$ cat config.mk
export PLATFORM = sky130hd
export DESIGN_NAME = max_tracking_fifo
export DESIGN_NICKNAME = d
export VERILOG_FILES = /design/src/rtl/core/mtf_pkg.sv /design/src/rtl/core/max_tracking_fifo.sv /design/src/rtl/core/mtf_cell.sv
export SDC_FILE = /design/constraint.sdc
export NUM_CORES = 1
export LEC_CHECK = 0
export BUFFER_PORTS_ARGS = -buffer_cell sky130_fd_sc_hd__buf_2
export CORE_MARGIN = 2
export CORE_UTILIZATION = 37
export DETAILED_ROUTE_END_ITERATION = 10
export PLACE_DENSITY_LB_ADDON = 0.12
export SYNTH_ARGS = -nofsm -noshare
export SYNTH_HDL_FRONTEND = slang
export SYNTH_SLANG_ARGS = --single-unit
$ cat constraint.sdc
create_clock -name clk -period 5.2 [get_ports clk]
set_input_delay 0.26 -clock clk [delete_from_list [all_inputs] [get_ports clk]]
set_output_delay 0.26 -clock clk [all_outputs]
set_load 0.01 [all_outputs]
$ cat src/rtl/core/mtf_pkg.sv
// mtf_pkg: shared types and codes for the max-tracking queue.
// No dependencies; used by mtf_cell and max_tracking_fifo.
package mtf_pkg;

  localparam int DATA_W  = 16;
  localparam int DEPTH   = 16;
  // Live count must hold DEPTH itself.
  localparam int COUNT_W = $clog2(DEPTH + 1);

  localparam logic [1:0] CMD_PUSH  = 2'd0;
  localparam logic [1:0] CMD_POP   = 2'd1;
  localparam logic [1:0] CMD_QUERY = 2'd2;

  localparam logic [1:0] ST_OK        = 2'd0;
  localparam logic [1:0] ST_OVERFLOW  = 2'd1;
  localparam logic [1:0] ST_UNDERFLOW = 2'd2;

  typedef struct packed {
    logic [1:0]        command;
    logic [DATA_W-1:0] data_value;
  } req_t;

  typedef struct packed {
    logic [DATA_W-1:0]  front_value;
    logic [DATA_W-1:0]  back_value;
    logic [DATA_W-1:0]  max_value;
    logic [COUNT_W-1:0] entry_count;
    logic               is_empty;
    logic [1:0]         status;
  } rsp_t;

  // Per-cycle control broadcast to every cell.
  typedef struct packed {
    logic push;
    logic pop;
  } cell_ctrl_t;

  typedef enum logic [1:0] {
    S_IDLE,
    S_SETTLE,
    S_DRAIN
  } state_t;

endpackage

$ cat src/rtl/core/max_tracking_fifo.sv
// max_tracking_fifo: queue with running maximum, built as a row of mtf_cell.
// Depends on mtf_pkg and mtf_cell.
//
//   channel | direction | payload           | handshake
//   --------+-----------+-------------------+-----------------------
//   req     | in        | mtf_pkg::req_t    | req_valid / req_ready
//   rsp     | out       | mtf_pkg::rsp_t    | rsp_valid / rsp_ready
//
// No new item is taken until the last result is loaded. The slots update at
// the accept edge; the max and back values then ripple down the cell row one
// cell per cycle, and the result register loads from the drain state.
// Reset (rst, synchronous): queue empty, no result pending, ready to accept.
// Stalls: a held result does not block the next accept; the new result waits
// in the drain state until the output register frees.
module max_tracking_fifo (
  input  logic           clk,
  input  logic           rst,
  input  logic           req_valid,
  output logic           req_ready,
  input  mtf_pkg::req_t  req,
  output logic           rsp_valid,
  input  logic           rsp_ready,
  output mtf_pkg::rsp_t  rsp
);

  localparam int DEPTH = mtf_pkg::DEPTH;
  localparam int CW = $clog2(DEPTH + 1);  // live count, holds DEPTH
  localparam int SW = $clog2(DEPTH);      // settle counter, 0..DEPTH-1

  mtf_pkg::state_t     state, state_next;
  logic [SW-1:0]       cnt, cnt_next;
  logic [CW-1:0]       count;
  logic [1:0]          status;
  mtf_pkg::cell_ctrl_t ctrl;
  logic                accept, full, empty, load_rsp;
  logic [1:0]          status_next;

  logic [DEPTH-1:0]             cell_valid;
  logic [mtf_pkg::DATA_W-1:0]   cell_value [DEPTH];
  logic [mtf_pkg::DATA_W-1:0]   cell_max   [DEPTH];
  logic [mtf_pkg::DATA_W-1:0]   cell_back  [DEPTH];

  assign accept = req_valid && req_ready;
  assign full   = cell_valid[DEPTH-1];
  assign empty  = !cell_valid[0];

  // Command decode; code 3 behaves like a query.
  always_comb begin
    ctrl        = '0;
    status_next = mtf_pkg::ST_OK;
    unique case (req.command)
      mtf_pkg::CMD_PUSH: begin
        if (full) begin
          status_next = mtf_pkg::ST_OVERFLOW;
        end else begin
          ctrl.push = accept;
        end
      end
      mtf_pkg::CMD_POP: begin
        if (empty) begin
          status_next = mtf_pkg::ST_UNDERFLOW;
        end else begin
          ctrl.pop = accept;
        end
      end
      default: begin
        if (empty) begin
          status_next = mtf_pkg::ST_UNDERFLOW;
        end
      end
    endcase
  end

  // Cell row: head at index 0, pops shift toward it.
  for (genvar i = 0; i < DEPTH; i++) begin : g_cell
    logic                       pv;
    logic [mtf_pkg::DATA_W-1:0] pm, pb, sv;
    logic                       svalid;

    if (i == 0) begin : g_head
      assign pv = 1'b1;
      assign pm = '0;
      assign pb = '0;
    end else begin : g_body
      assign pv = cell_valid[i-1];
      assign pm = cell_max[i-1];
      assign pb = cell_back[i-1];
    end

    if (i == DEPTH - 1) begin : g_tail
      assign svalid = 1'b0;
      assign sv     = '0;
    end else begin : g_mid
      assign svalid = cell_valid[i+1];
      assign sv     = cell_value[i+1];
    end

    mtf_cell u_cell (
      .clk        (clk),
      .rst        (rst),
      .ctrl       (ctrl),
      .push_value (req.data_value),
      .prev_valid (pv),
      .prev_max   (pm),
      .prev_back  (pb),
      .succ_valid (svalid),
      .succ_value (sv),
      .valid      (cell_valid[i]),
      .value      (cell_value[i]),
      .run_max    (cell_max[i]),
      .run_back   (cell_back[i])
    );
  end

  // Sequencer.
  always_ff @(posedge clk) begin
    if (rst) begin
      state <= mtf_pkg::S_IDLE;
      cnt   <= '0;
    end else begin
      state <= state_next;
      cnt   <= cnt_next;
    end
  end

  always_comb begin
    state_next = state;
    cnt_next   = cnt;
    load_rsp   = 1'b0;
    req_ready  = 1'b0;
    unique case (state)
      mtf_pkg::S_IDLE: begin
        req_ready = 1'b1;
        if (req_valid) begin
          state_next = mtf_pkg::S_SETTLE;
          cnt_next   = '0;
        end
      end
      mtf_pkg::S_SETTLE: begin
        cnt_next = cnt + 1'b1;
        if (cnt == SW'(DEPTH - 1)) begin
          state_next = mtf_pkg::S_DRAIN;
        end
      end
      mtf_pkg::S_DRAIN: begin
        if (!rsp_valid || rsp_ready) begin
          load_rsp   = 1'b1;
          state_next = mtf_pkg::S_IDLE;
        end
      end
      default: begin
        state_next = mtf_pkg::S_IDLE;
      end
    endcase
  end

  // Live count and status of the item in flight.
  always_ff @(posedge clk) begin
    if (rst) begin
      count <= '0;
    end else if (ctrl.push) begin
      count <= count + 1'b1;
    end else if (ctrl.pop) begin
      count <= count - 1'b1;
    end
  end

  always_ff @(posedge clk) begin
    if (accept) begin
      status <= status_next;
    end
  end

  // Output register; empty queue gives zeros from the chain ends.
  always_ff @(posedge clk) begin
    if (rst) begin
      rsp_valid <= 1'b0;
    end else if (load_rsp) begin
      rsp_valid <= 1'b1;
    end else if (rsp_ready) begin
      rsp_valid <= 1'b0;
    end
  end

  always_ff @(posedge clk) begin
    if (load_rsp) begin
      rsp.front_value <= cell_valid[0] ? cell_value[0] : '0;
      rsp.back_value  <= cell_back[DEPTH-1];
      rsp.max_value   <= cell_max[DEPTH-1];
      rsp.entry_count <= mtf_pkg::COUNT_W'(count);
      rsp.is_empty    <= empty;
      rsp.status      <= status;
    end
  end

  // Occupied cells form a contiguous run from the head.
  a_contig: assert property (@(posedge clk) disable iff (rst)
    $onehot({1'b0, cell_valid} + {{DEPTH{1'b0}}, 1'b1}))
    else $error("cell valid bits not contiguous");

  a_count_head: assert property (@(posedge clk) disable iff (rst)
    cell_valid[0] == (count != '0))
    else $error("live count disagrees with head cell");

  a_push_grows: assert property (@(posedge clk) disable iff (rst)
    ctrl.push |=> count == CW'($past(count) + 1'b1))
    else $error("push did not grow the count");

  a_empty_zero: assert property (@(posedge clk) disable iff (rst)
    (rsp_valid && rsp.is_empty) |->
      (rsp.max_value == '0 && rsp.front_value == '0 && rsp.back_value == '0))
    else $error("empty result carries data");

endmodule

$ cat src/rtl/core/mtf_cell.sv
// mtf_cell: one queue slot plus its stage of the running max / back chain.
// Depends on mtf_pkg.
module mtf_cell (
  input  logic                      clk,
  input  logic                      rst,
  input  mtf_pkg::cell_ctrl_t       ctrl,
  input  logic [mtf_pkg::DATA_W-1:0] push_value,
  input  logic                      prev_valid,
  input  logic [mtf_pkg::DATA_W-1:0] prev_max,
  input  logic [mtf_pkg::DATA_W-1:0] prev_back,
  input  logic                      succ_valid,
  input  logic [mtf_pkg::DATA_W-1:0] succ_value,
  output logic                      valid,
  output logic [mtf_pkg::DATA_W-1:0] value,
  output logic [mtf_pkg::DATA_W-1:0] run_max,
  output logic [mtf_pkg::DATA_W-1:0] run_back
);

  logic take_push;

  // Push lands in the first empty slot.
  assign take_push = ctrl.push && !valid && prev_valid;

  always_ff @(posedge clk) begin
    if (rst) begin
      valid <= 1'b0;
    end else if (ctrl.pop) begin
      valid <= succ_valid;
    end else if (take_push) begin
      valid <= 1'b1;
    end
  end

  always_ff @(posedge clk) begin
    if (ctrl.pop) begin
      value <= succ_value;
    end else if (take_push) begin
      value <= push_value;
    end
  end

  // Chain stages: one cell per cycle toward the tail.
  always_ff @(posedge clk) begin
    run_max  <= (valid && (value > prev_max)) ? value : prev_max;
    run_back <= valid ? value : prev_back;
  end

endmodule

# After elaboration in Yosys (flattened, before gate mapping)
# Cells that the tools add are included.
word_totals:
  register_bits: 854
  in_bits: 22
  out_inout_bits: 58
  word_cells: 301
op_classes:
  n_addsub: 3
  order_cmp: 16
  eq_ne: 7
  mux: 111
  n_reduce_logical: 89
ops:
  columns: ["operator", "n"]
  rows:
  - ["16-bit two-way mux", 61]
  - ["16-bit greater-than comparator", 15]
  - ["1-bit logical AND", 48]
  - ["1-bit two-way mux", 40]
  - ["2-bit nonzero test", 18]
  - ["1-bit zero test", 17]
  - ["16-bit by 1-bit greater-than comparator with 1-bit output (second input constant)", 1]
  - ["2-bit two-way mux", 5]
  - ["5-bit two-way mux", 2]
  - ["4-bit one-hot mux with 2 select lines", 1]
  - ["2-bit != test (second input constant)", 3]
  - ["2-bit one-hot mux with 3 select lines", 1]
  - ["5-bit by 1-bit adder with 5-bit output (second input constant)", 1]
  - ["5-bit by 1-bit subtractor with 5-bit output (second input constant)", 1]
  - ["4-bit by 1-bit adder with 4-bit output (second input constant)", 1]
  - ["2-bit by 1-bit == test with 1-bit output (second input constant)", 2]
  - ["4-bit == test (second input constant)", 1]
  - ["2-bit zero test", 2]
  - ["4-bit two-way mux", 1]
  - ["3-bit AND reduction", 1]
  - ["2-bit == test (second input constant)", 1]
  - ["2-bit AND reduction", 1]
  - ["2-bit OR reduction", 1]
  - ["1-bit logical OR", 1]

# Depth between registers and ports, before layout
# Gate-level depths: netlist (run 1).
depth:
  depth_word: 9
  ltp_mapped: 10
  ltp_nobuf: 9

# Cells and area by module
# Synthesis (run 1) repeated with hierarchy kept, for this count alone.
hier_totals:
  hier_cells: 2787
  hier_area_um2: 38227.9
by_module_without_submodules:
  columns: ["mod", "n_inst", "cells_per_inst", "area_per_inst_um2", "seq_area_each_um2"]
  rows:
  - ["mtf_cell at g_cell[0].u_cell ...", 14, 165, 2228.4, 1141.1]
  - ["mtf_cell at g_cell[8].u_cell ...", 2, 163, 2240.9, 1141.1]
  - ["max_tracking_fifo", 1, 151, 2548.7, 1981.9]

# Worst setup path after synthesis (run 1)
# No wires, ideal clock.
synth_path:
  path_kind: "reg2reg"
  startpoint: "reg state[0]"
  endpoint: "reg rsp[0] (netlist name), enable pin"
  setup_ns: 0.477
  t_arrival_ns: 3.024
  t_required_ns: 4.723
  path_slack_ns: 1.700
  stages_incl_launch_ff: 3
  n_path_buf: 0
  synth_period_minus_slack_ns: 3.500
  path_cell_list: "dfxtp_1 -> nand2b_1 -> nor2b_1"
synth_via:
  elab_chain_cells: 2
synth_rtl:
  columns: ["item", "line", "text"]
  rows:
  - ["start: declaration", "max_tracking_fifo.sv:30", "mtf_pkg::state_t state, state_next;"]
  - ["start signal: assignment", "max_tracking_fifo.sv:118", "state <= mtf_pkg::S_IDLE;"]
  - ["start signal: assignment", "max_tracking_fifo.sv:121", "state <= state_next;"]
  - ["2-bit == test", "max_tracking_fifo.sv:131", "unique case (state)"]
  - ["1-bit two-way mux", "max_tracking_fifo.sv:131", null]
  - ["named net load_rsp", "max_tracking_fifo.sv:35", "logic accept, full, empty, load_rsp;"]
  - ["end: declaration", "max_tracking_fifo.sv:23", "output mtf_pkg::rsp_t rsp"]
# The timed path passes the listed nets, and every way through them passes these cells.
# A chain may end at the register's enable or synchronous reset.

# Worst setup path after layout (run 1)
layout_path:
  startpoint: "reg state[0]"
  endpoint: "reg g_cell[0].u_cell.value[2] (netlist name), data pin"
layout_via:
  elab_chain_cells: 6
layout_rtl:
  columns: ["item", "line", "text"]
  rows:
  - ["2-bit zero test", "max_tracking_fifo.sv:131", null]
  - ["1-bit two-way mux", "max_tracking_fifo.sv:131", null]
  - ["1-bit logical AND", "max_tracking_fifo.sv:43", "assign accept = req_valid && req_ready;"]
  - ["1-bit two-way mux", "max_tracking_fifo.sv:60", "if (empty) begin"]
  - ["1-bit two-way mux", "max_tracking_fifo.sv:51", "unique case (req.command)"]
  - ["16-bit two-way mux", "mtf_cell.sv:35", "if (ctrl.pop) begin"]
  - ["end signal: assignment", "mtf_cell.sv:36", "value <= succ_value;"]
  - ["end signal: assignment", "mtf_cell.sv:38", "value <= push_value;"]
  - ["end: declaration", "mtf_cell.sv:14", "output logic [mtf_pkg::DATA_W-1:0] value,"]
# No other way between the ends.

==> results of run 1 <==
[metal layers]
metal / part of all wire / wire [um] / vias up / track usage
met4: 0.030 / 2820 / 0 / 0.0585
met1: 0.45 / 41500 / 10600 / 0.244
met5: 0 / 0 / - / 0
met3: 0.033 / 3050 / 146 / 0.0274
met2: 0.49 / 45500 / 370 / 0.328
li1: - / - / 10200 / -
[area by class of cell]
class | count | area, um^2 | share of cell area
Sequential cell | 854 | 20100 | 0.495
Multi-Input combinational cell | 1534 | 13700 | 0.339
Clock buffer | 134 | 2670 | 0.0660
Tap cell | 1265 | 1580 | 0.0390
Timing Repair Buffer | 146 | 988 | 0.0244
Inverter | 263 | 987 | 0.0243
Clock inverter | 39 | 492 | 0.0121
[repair_timing]
| action | in CTS | in global routing |
|---|---|---|
| setup buffers | 0 | 0 |
| hold buffers | 21 | 0 |
| hold endpoints to repair | 30 | 0 |
[synthesized netlist by cell type (2+ instances only)]
| cell type | n |
|---|---|
| buf_2 | 28 |
| nor2_1 | 27 |
| buf_6 | 21 |
| ha_1 | 244 |
| buf_1 | 10 |
| edfxtp_1 | 298 |
| nand2b_1 | 16 |
| nand3_1 | 9 |
| a21o_1 | 250 |
| mux2_2 | 470 |
| and2_1 | 43 |
| a31oi_4 | 6 |
| nor2b_1 | 20 |
| or3_1 | 2 |
| a21oi_1 | 111 |
| o41ai_1 | 8 |
| inv_1 | 262 |
| nor3_1 | 16 |
| a2111o_1 | 9 |
| buf_4 | 9 |
| o221a_2 | 11 |
| clkbuf_1 | 51 |
| o211ai_1 | 15 |
| a41oi_1 | 8 |
| nand2_1 | 91 |
| o221a_1 | 3 |
| dfxtp_1 | 556 |
| a22oi_1 | 11 |
| o21ai_0 | 53 |
| mux2_4 | 11 |
| or4_1 | 7 |
| xnor2_1 | 2 |
| a31oi_1 | 8 |
| and2_4 | 7 |
| nor4_1 | 6 |
| nand4_1 | 55 |
[path summary, 6_finish.rpt]
check	endpoint	slack, ns	depth (start not counted)	start
max	g_cell[0].u_cell.value[2]	2.17	4	state[0]
min	cnt[0]	0.09	4	req_valid
max reg2reg	g_cell[0].u_cell.value[2]	2.17	4	state[0]
min reg2reg	rsp[23]	0.40	0	g_cell[15].u_cell.run_max[15]
[registers in the layout (all words and copies together) (netlist names)]
signal and cells:
g_cell.u_cell.run_back 256, g_cell.u_cell.value 256, state 2, status 2, g_cell.u_cell.run_max 256, g_cell.u_cell.valid 16
rsp 56, rsp_valid 1, count 5, cnt 4
[worst reg2reg max path, delay by kind of cell, from the launching register on]
family             cells  cell delay, ns
and+or+nand+nor        3            2.04
DFF                    1            0.38
AOI/OAI and AO/OA      1            0.36
[power by group through the flow]
| stage | Sequential [uW] | Combinational (uW) | Clock [uW] |
|---|---|---|---|
| detailed placement | 7440 | 729 | 0 |
| CTS | 7300 | 752 | 6960 |
| global route | 7310 | 823 | 7230 |
| floorplan | 7360 | 535 | 0 |
| global placement | 7440 | 711 | 0 |
| finish | 7290 | 739 | 6790 |
[logic make-up (layout without fill, tap and decap cells)]
kind of cell / Yosys count / count (layout) / share of synthesized area
compound gates: 499 / 499 / 0.0994
fa+ha+maj: 245 / 245 / 0.0866
xor+xnor: 2 / 2 / 0.000494
buf+inv: 383 / 582 / 0.0470
mux: 482 / 482 / 0.154
simple gates: 306 / 306 / 0.0463
flops: 854 / 854 / 0.566
[per-stage QoR]
step,util,power (uW)
6_report,0.427,14800
5_1_grt,0.427,15400
4_1_cts,0.427,15000
3_5_place_dp,0.391,8170
3_3_place_gp,0.391,8150
2_1_floorplan,-,7890
==> results.py, run 1 <==
metrics = {
    "status": {
        "status": "complete, no violations",
    },
    "global_route": {
        "grt_pass1_wl_mm": 142,
        "track_usage": 0.190,
        "grt-ovfl-total": 0,
        "antenna_found_initial": 3,
        "grt_max_degree": 98,
        "grt_pass1_vias": 22500,
    },
    "pwr": {
        "p_leak_uw": 0.0166,
        "swShare": 0.218,
        "power_frac_comb": 0.050,
        "power_density_nw_per_um2": 366,
        "sequentialPowerShare": 0.492,
        "p_switching_uw": 3230,
        "ir_worst_vdd_v": 0.000278,
        "p_int_uw": 11600,
        "pwr-share-clk": 0.458,
    },
    "finish": {
        "fin_area_um2": 40500,
        "layout_common_cells": "dfxtp_1 (556), mux2_2 (470), edfxtp_1 (298)",
        "drive_above_1_share": 0.265,
        "stdcell_count": 4235,
        "mostFrequentLayoutCell": "dfxtp_1",
        "nNetsFinal": 3158,
        "diodes": 0,
        "area_delta_synth_final_pct": 14.3,
        "num-fill-cells": 8874,
    },
    "timing": {
        "setup_ws_ns": 2.17,
        "tightest_slew_ns": 1.28,
        "relSlewSlack": 0.141,
        "setup_viol": 0,
        "rsz0062_at_grt": "no",
        "timing.fmax_ghz": 0.330,
        "fin_crit_sh": 0.584,
        "fin_setup_tns_ns": 0,
        "slew_viol_final": 0,
        "hold_slack_ns": 0.0916,
        "fin_crit_ns": 3.03,
        "finalHoldViolations": 0,
        "fin_skew_ns": 0.0193,
    },
    "critical_path": {
        "cp-start-kind": "flop",
        "cp-end-kind": "flop",
        "path_cells": "or3b_4 > or3_2 > and2_1 > a21o_1",
        "crit_buf_inv": 0,
        "worstPathRequired_ns": 5.58,
        "slowest_stage": "or3_2",
        "critical_path_arrival_ns": 3.42,
        "path_max_fanout": 46,
        "cp_top_family": "simple AND/OR/NAND/NOR gates",
        "path_class": "reg2reg",
        "crit_path_max_incr_delay_ns": 0.84,
    },
    "drt": {
        "drt_wl_total_mm": 92.9,
        "route.detailed.drc": 0,
        "drtIter0Drc": 1192,
        "wire_per_inst_um": 21.9,
        "vias": 21300,
        "drt-pass1-iter-count": 5,
        "drtAntennaViolNets": 0,
        "viasPerCell": 5.02,
    },
    "clocking": {
        "htreeDepth": 3,
        "cts_resized": 0,
        "cts_num_sinks": 854,
        "clk_path_buf_depth": 3,
        "clkLatencyLatePin_ns": 0.65,
        "cts_tree": "yes",
        "cts_buffers": 92,
        "path_clk_slew_ns": 0.06,
        "cts_root_buffer": "clkbuf_16",
    },
    "logic_synthesis": {
        "synthCells": 2771,
        "synth-seq-cells": 854,
        "yosysWarnings": 0,
        "yosysSeqAreaShare": 0.566,
        "synth-edff-count": 298,
        "yosys.area.top_type": "dfxtp_1",
        "synth_top_area_frac": 0.314,
        "synthArstFlopShare": 0,
        "syn_avg_cell_area_um2": 12.8,
        "synth_area_um2": 35500,
        "synth_area_leaders": "dfxtp_1 (31%), edfxtp_1 (25%), mux2_2 (15%), ha_1 (8.6%), a21o_1 (5.3%)",
        "synth_cell_types": 53,
        "syn_nets": 3038,
        "synthFlopType": "dfxtp_1",
    },
    "floorplan": {
        "start_util": 0.373,
        "ioPinCount": 80,
        "die_area_um2": 98400,
        "core_area_um2": 95000,
        "die_y_um": 314,
        "fp.dieW_um": 314,
        "row_count": 113,
    },
    "placed_design": {
        "place_area_um2": 37200,
        "pre_cts_ws_ns": 2.16,
        "place_hpwl_mm": 64.6,
        "io_buffers": 79,
        "dp_cells": 4041,
        "gp_congestion": 0.819,
    },
    "worst_hold_path": {
        "hp-class": "in2reg",
    },
    "job": {
        "drv_cap": 0,
    },
}
Power figures use the tool's default switching activity.
==> run 2: changes to the inputs <==
clock period = 2.5 ns   (was 5.2 ns; I/O delays follow)
==> run 2 against run 1 <==
Against the previous run:
- via count rose by 4.4%
- worst hold slack improved by 0.19 ns
- non-clock buffer count rose by 189
- sequential power rose by 110%
- global-route usage rose by 0.87 points
- first-iteration DRC count rose by 12%
- critical path type unchanged
- largest cell class unchanged
==> results.py, run 2 (synthesis results as in run 1) <==
metrics = {
    "critical_path": {
        "r2r_end": "g_cell[5].u_cell.run_max[6]",
        "critical_path_arrival_ns": 3.01,
        "reg2regPathDepth": 7,
        "path_class": "reg2reg",
        "reg2reg_from": "g_cell[5].u_cell.value[15]",
        "worstPathRequired_ns": 3.02,
        "path_max_fanout": 6,
        "cp-end-kind": "flop",
        "cp-start-kind": "flop",
        "reg2reg_slack_ns": 0.01,
    },
    "finish": {
        "layout_common_cells": "dfxtp_1 (552), mux2_2 (421), edfxtp_1 (298)",
        "diodes": 0,
        "stdcell_count": 4426,
        "post-route-util": 0.451,
        "mostFrequentLayoutCell": "dfxtp_1",
        "drive_above_1_share": 0.319,
        "seqCellArea_um2": 20100,
        "nNetsFinal": 3348,
        "area_delta_synth_final_pct": 20.9,
        "multi_input_area_um2": 14200,
        "num-fill-cells": 8679,
        "reg_top3": "g_cell.u_cell.run_back: 256 flops, g_cell.u_cell.run_max: 256 flops, g_cell.u_cell.value: 256 flops",
        "fin_area_um2": 42900,
    },
    "pwr": {
        "power_density_nw_per_um2": 723,
        "p_leak_uw": 0.0178,
        "ir_worst_vdd_v": 0.000475,
    },
    "timing": {
        "hold_slack_ns": 0.286,
        "fin_crit_ns": 2.49,
        "setup_viol": 0,
        "slew_viol_final": 0,
        "rsz0062_at_grt": "yes",
        "relSlewSlack": 0.578,
        "finalHoldViolations": 0,
        "timing.fmax_ghz": 0.402,
        "fin_crit_sh": 0.995,
        "fin_skew_ns": 0.0242,
        "tightest_slew_ns": 0.631,
        "setup_ws_ns": 0.0137,
    },
    "clocking": {
        "cts_num_sinks": 854,
        "cts_buffers": 93,
        "clk_path_buf_depth": 3,
        "htreeDepth": 3,
        "path_clk_slew_ns": 0.06,
        "cts_tree": "yes",
        "clkLatencyLatePin_ns": 0.67,
        "cts_root_buffer": "clkbuf_16",
    },
    "drt": {
        "viasPerCell": 5.02,
        "route.detailed.drc": 0,
        "drt_wl_total_mm": 98.0,
        "drtIter0Drc": 1336,
        "drtAntennaViolNets": 0,
        "wire_per_inst_um": 22.1,
        "vias": 22200,
        "drt-pass1-iter-count": 5,
    },
    "placed_design": {
        "io_buffers": 79,
        "gp_congestion": 0.845,
        "place_area_um2": 38700,
        "dp_cells": 4198,
        "place_hpwl_mm": 69.1,
        "pre_cts_ws_ns": -0.0467,
    },
    "floorplan": {
        "row_count": 113,
        "core_area_um2": 95000,
        "ioPinCount": 80,
        "die_area_um2": 98400,
        "fp.dieW_um": 314,
        "die_y_um": 314,
        "start_util": 0.373,
    },
    "global_route": {
        "track_usage": 0.198,
        "grt.busiest_layer": "met2",
        "antenna_found_initial": 5,
        "use_met3": 0.0248,
        "use_met2": 0.341,
        "grt-ovfl-total": 0,
        "grt_pass1_vias": 23400,
        "grt_use_met1": 0.263,
        "grt_max_degree": 57,
        "grt_pass1_wl_mm": 147,
    },
    "status": {
        "status": "complete, no violations",
    },
    "worst_hold_path": {
        "hp-class": "in2reg",
        "min_from": "req[14]",
        "whs_path_depth": 4,
        "worstHoldEndpoint": "g_cell[15].u_cell.value[14]",
    },
    "job": {
        "drv_cap": 0,
    },
}
[run 2: what timing repair did]
item,CTS,global route
hold buffers,23,0
gates cloned,2,4
pin swaps,12,28
gates resized for setup,10,86
endpoints found under the hold margin,32,0
endpoints found under the setup margin,43,159
buffers inserted,4,20
[run 2: metal layers]
layer | wire length, um | vias up | share of wire
li1 | - | 10600 | -
met1 | 44800 | 11200 | 0.46
met2 | 48100 | 341 | 0.49
met3 | 2750 | 142 | 0.028
met4 | 2350 | 0 | 0.024
met5 | 0 | - | 0
[run 2: worst max-delay path, cell delays in order, from the launching register on]
cell and delay [ns]:
edfxtp_1 0.46, ha_4 0.32, nand4_1 0.21, a2111o_1 0.49
a31oi_4 0.24, buf_6 0.14, buf_8 0.13, mux2_4 0.34
[run 2: worst max path at each step]
| stage | start | slack (ns) | end |
|---|---|---|---|
| after global routing | g_cell[10].u_cell.value[13] | -0.06 | g_cell[10].u_cell.run_max[15] |
| after floorplan | state[0] | -0.62 | g_cell[10].u_cell.valid |
| after CTS | g_cell[13].u_cell.value[7] | 0.0002 | g_cell[13].u_cell.run_max[14] |
| after detailed placement | g_cell[11].u_cell.value[14] | -0.05 | g_cell[11].u_cell.run_max[3] |
| after global placement | g_cell[11].u_cell.value[15] | -0.01 | g_cell[11].u_cell.run_max[15] |
| final | g_cell[5].u_cell.value[15] | 0.01 | g_cell[5].u_cell.run_max[6] |
[run 2: layout make-up]
cell class | instances | share of cell area
clock buffers | 134 | 0.0647
well taps | 1265 | 0.0369
inverters | 263 | 0.0230
multi-input cells | 1534 | 0.330
flip-flops and latches | 854 | 0.468
repair buffers | 335 | 0.0674
clock inverters | 41 | 0.00934
[run 2: power by group]
part	internal (uW)	switching, uW
sequential	14900	276
clock	8190	5920
combinational	857	864
total	23900	7060
[run 2: stage by stage]
step | setup TNS [ns] | total power, uW
2_1_floorplan | -109.47 | 16400
3_3_place_gp | -0.0857 | 17100
3_5_place_dp | -0.765 | 17100
4_1_cts | 0 | 31300
5_1_grt | -1.51 | 32100
6_report | 0 | 31000
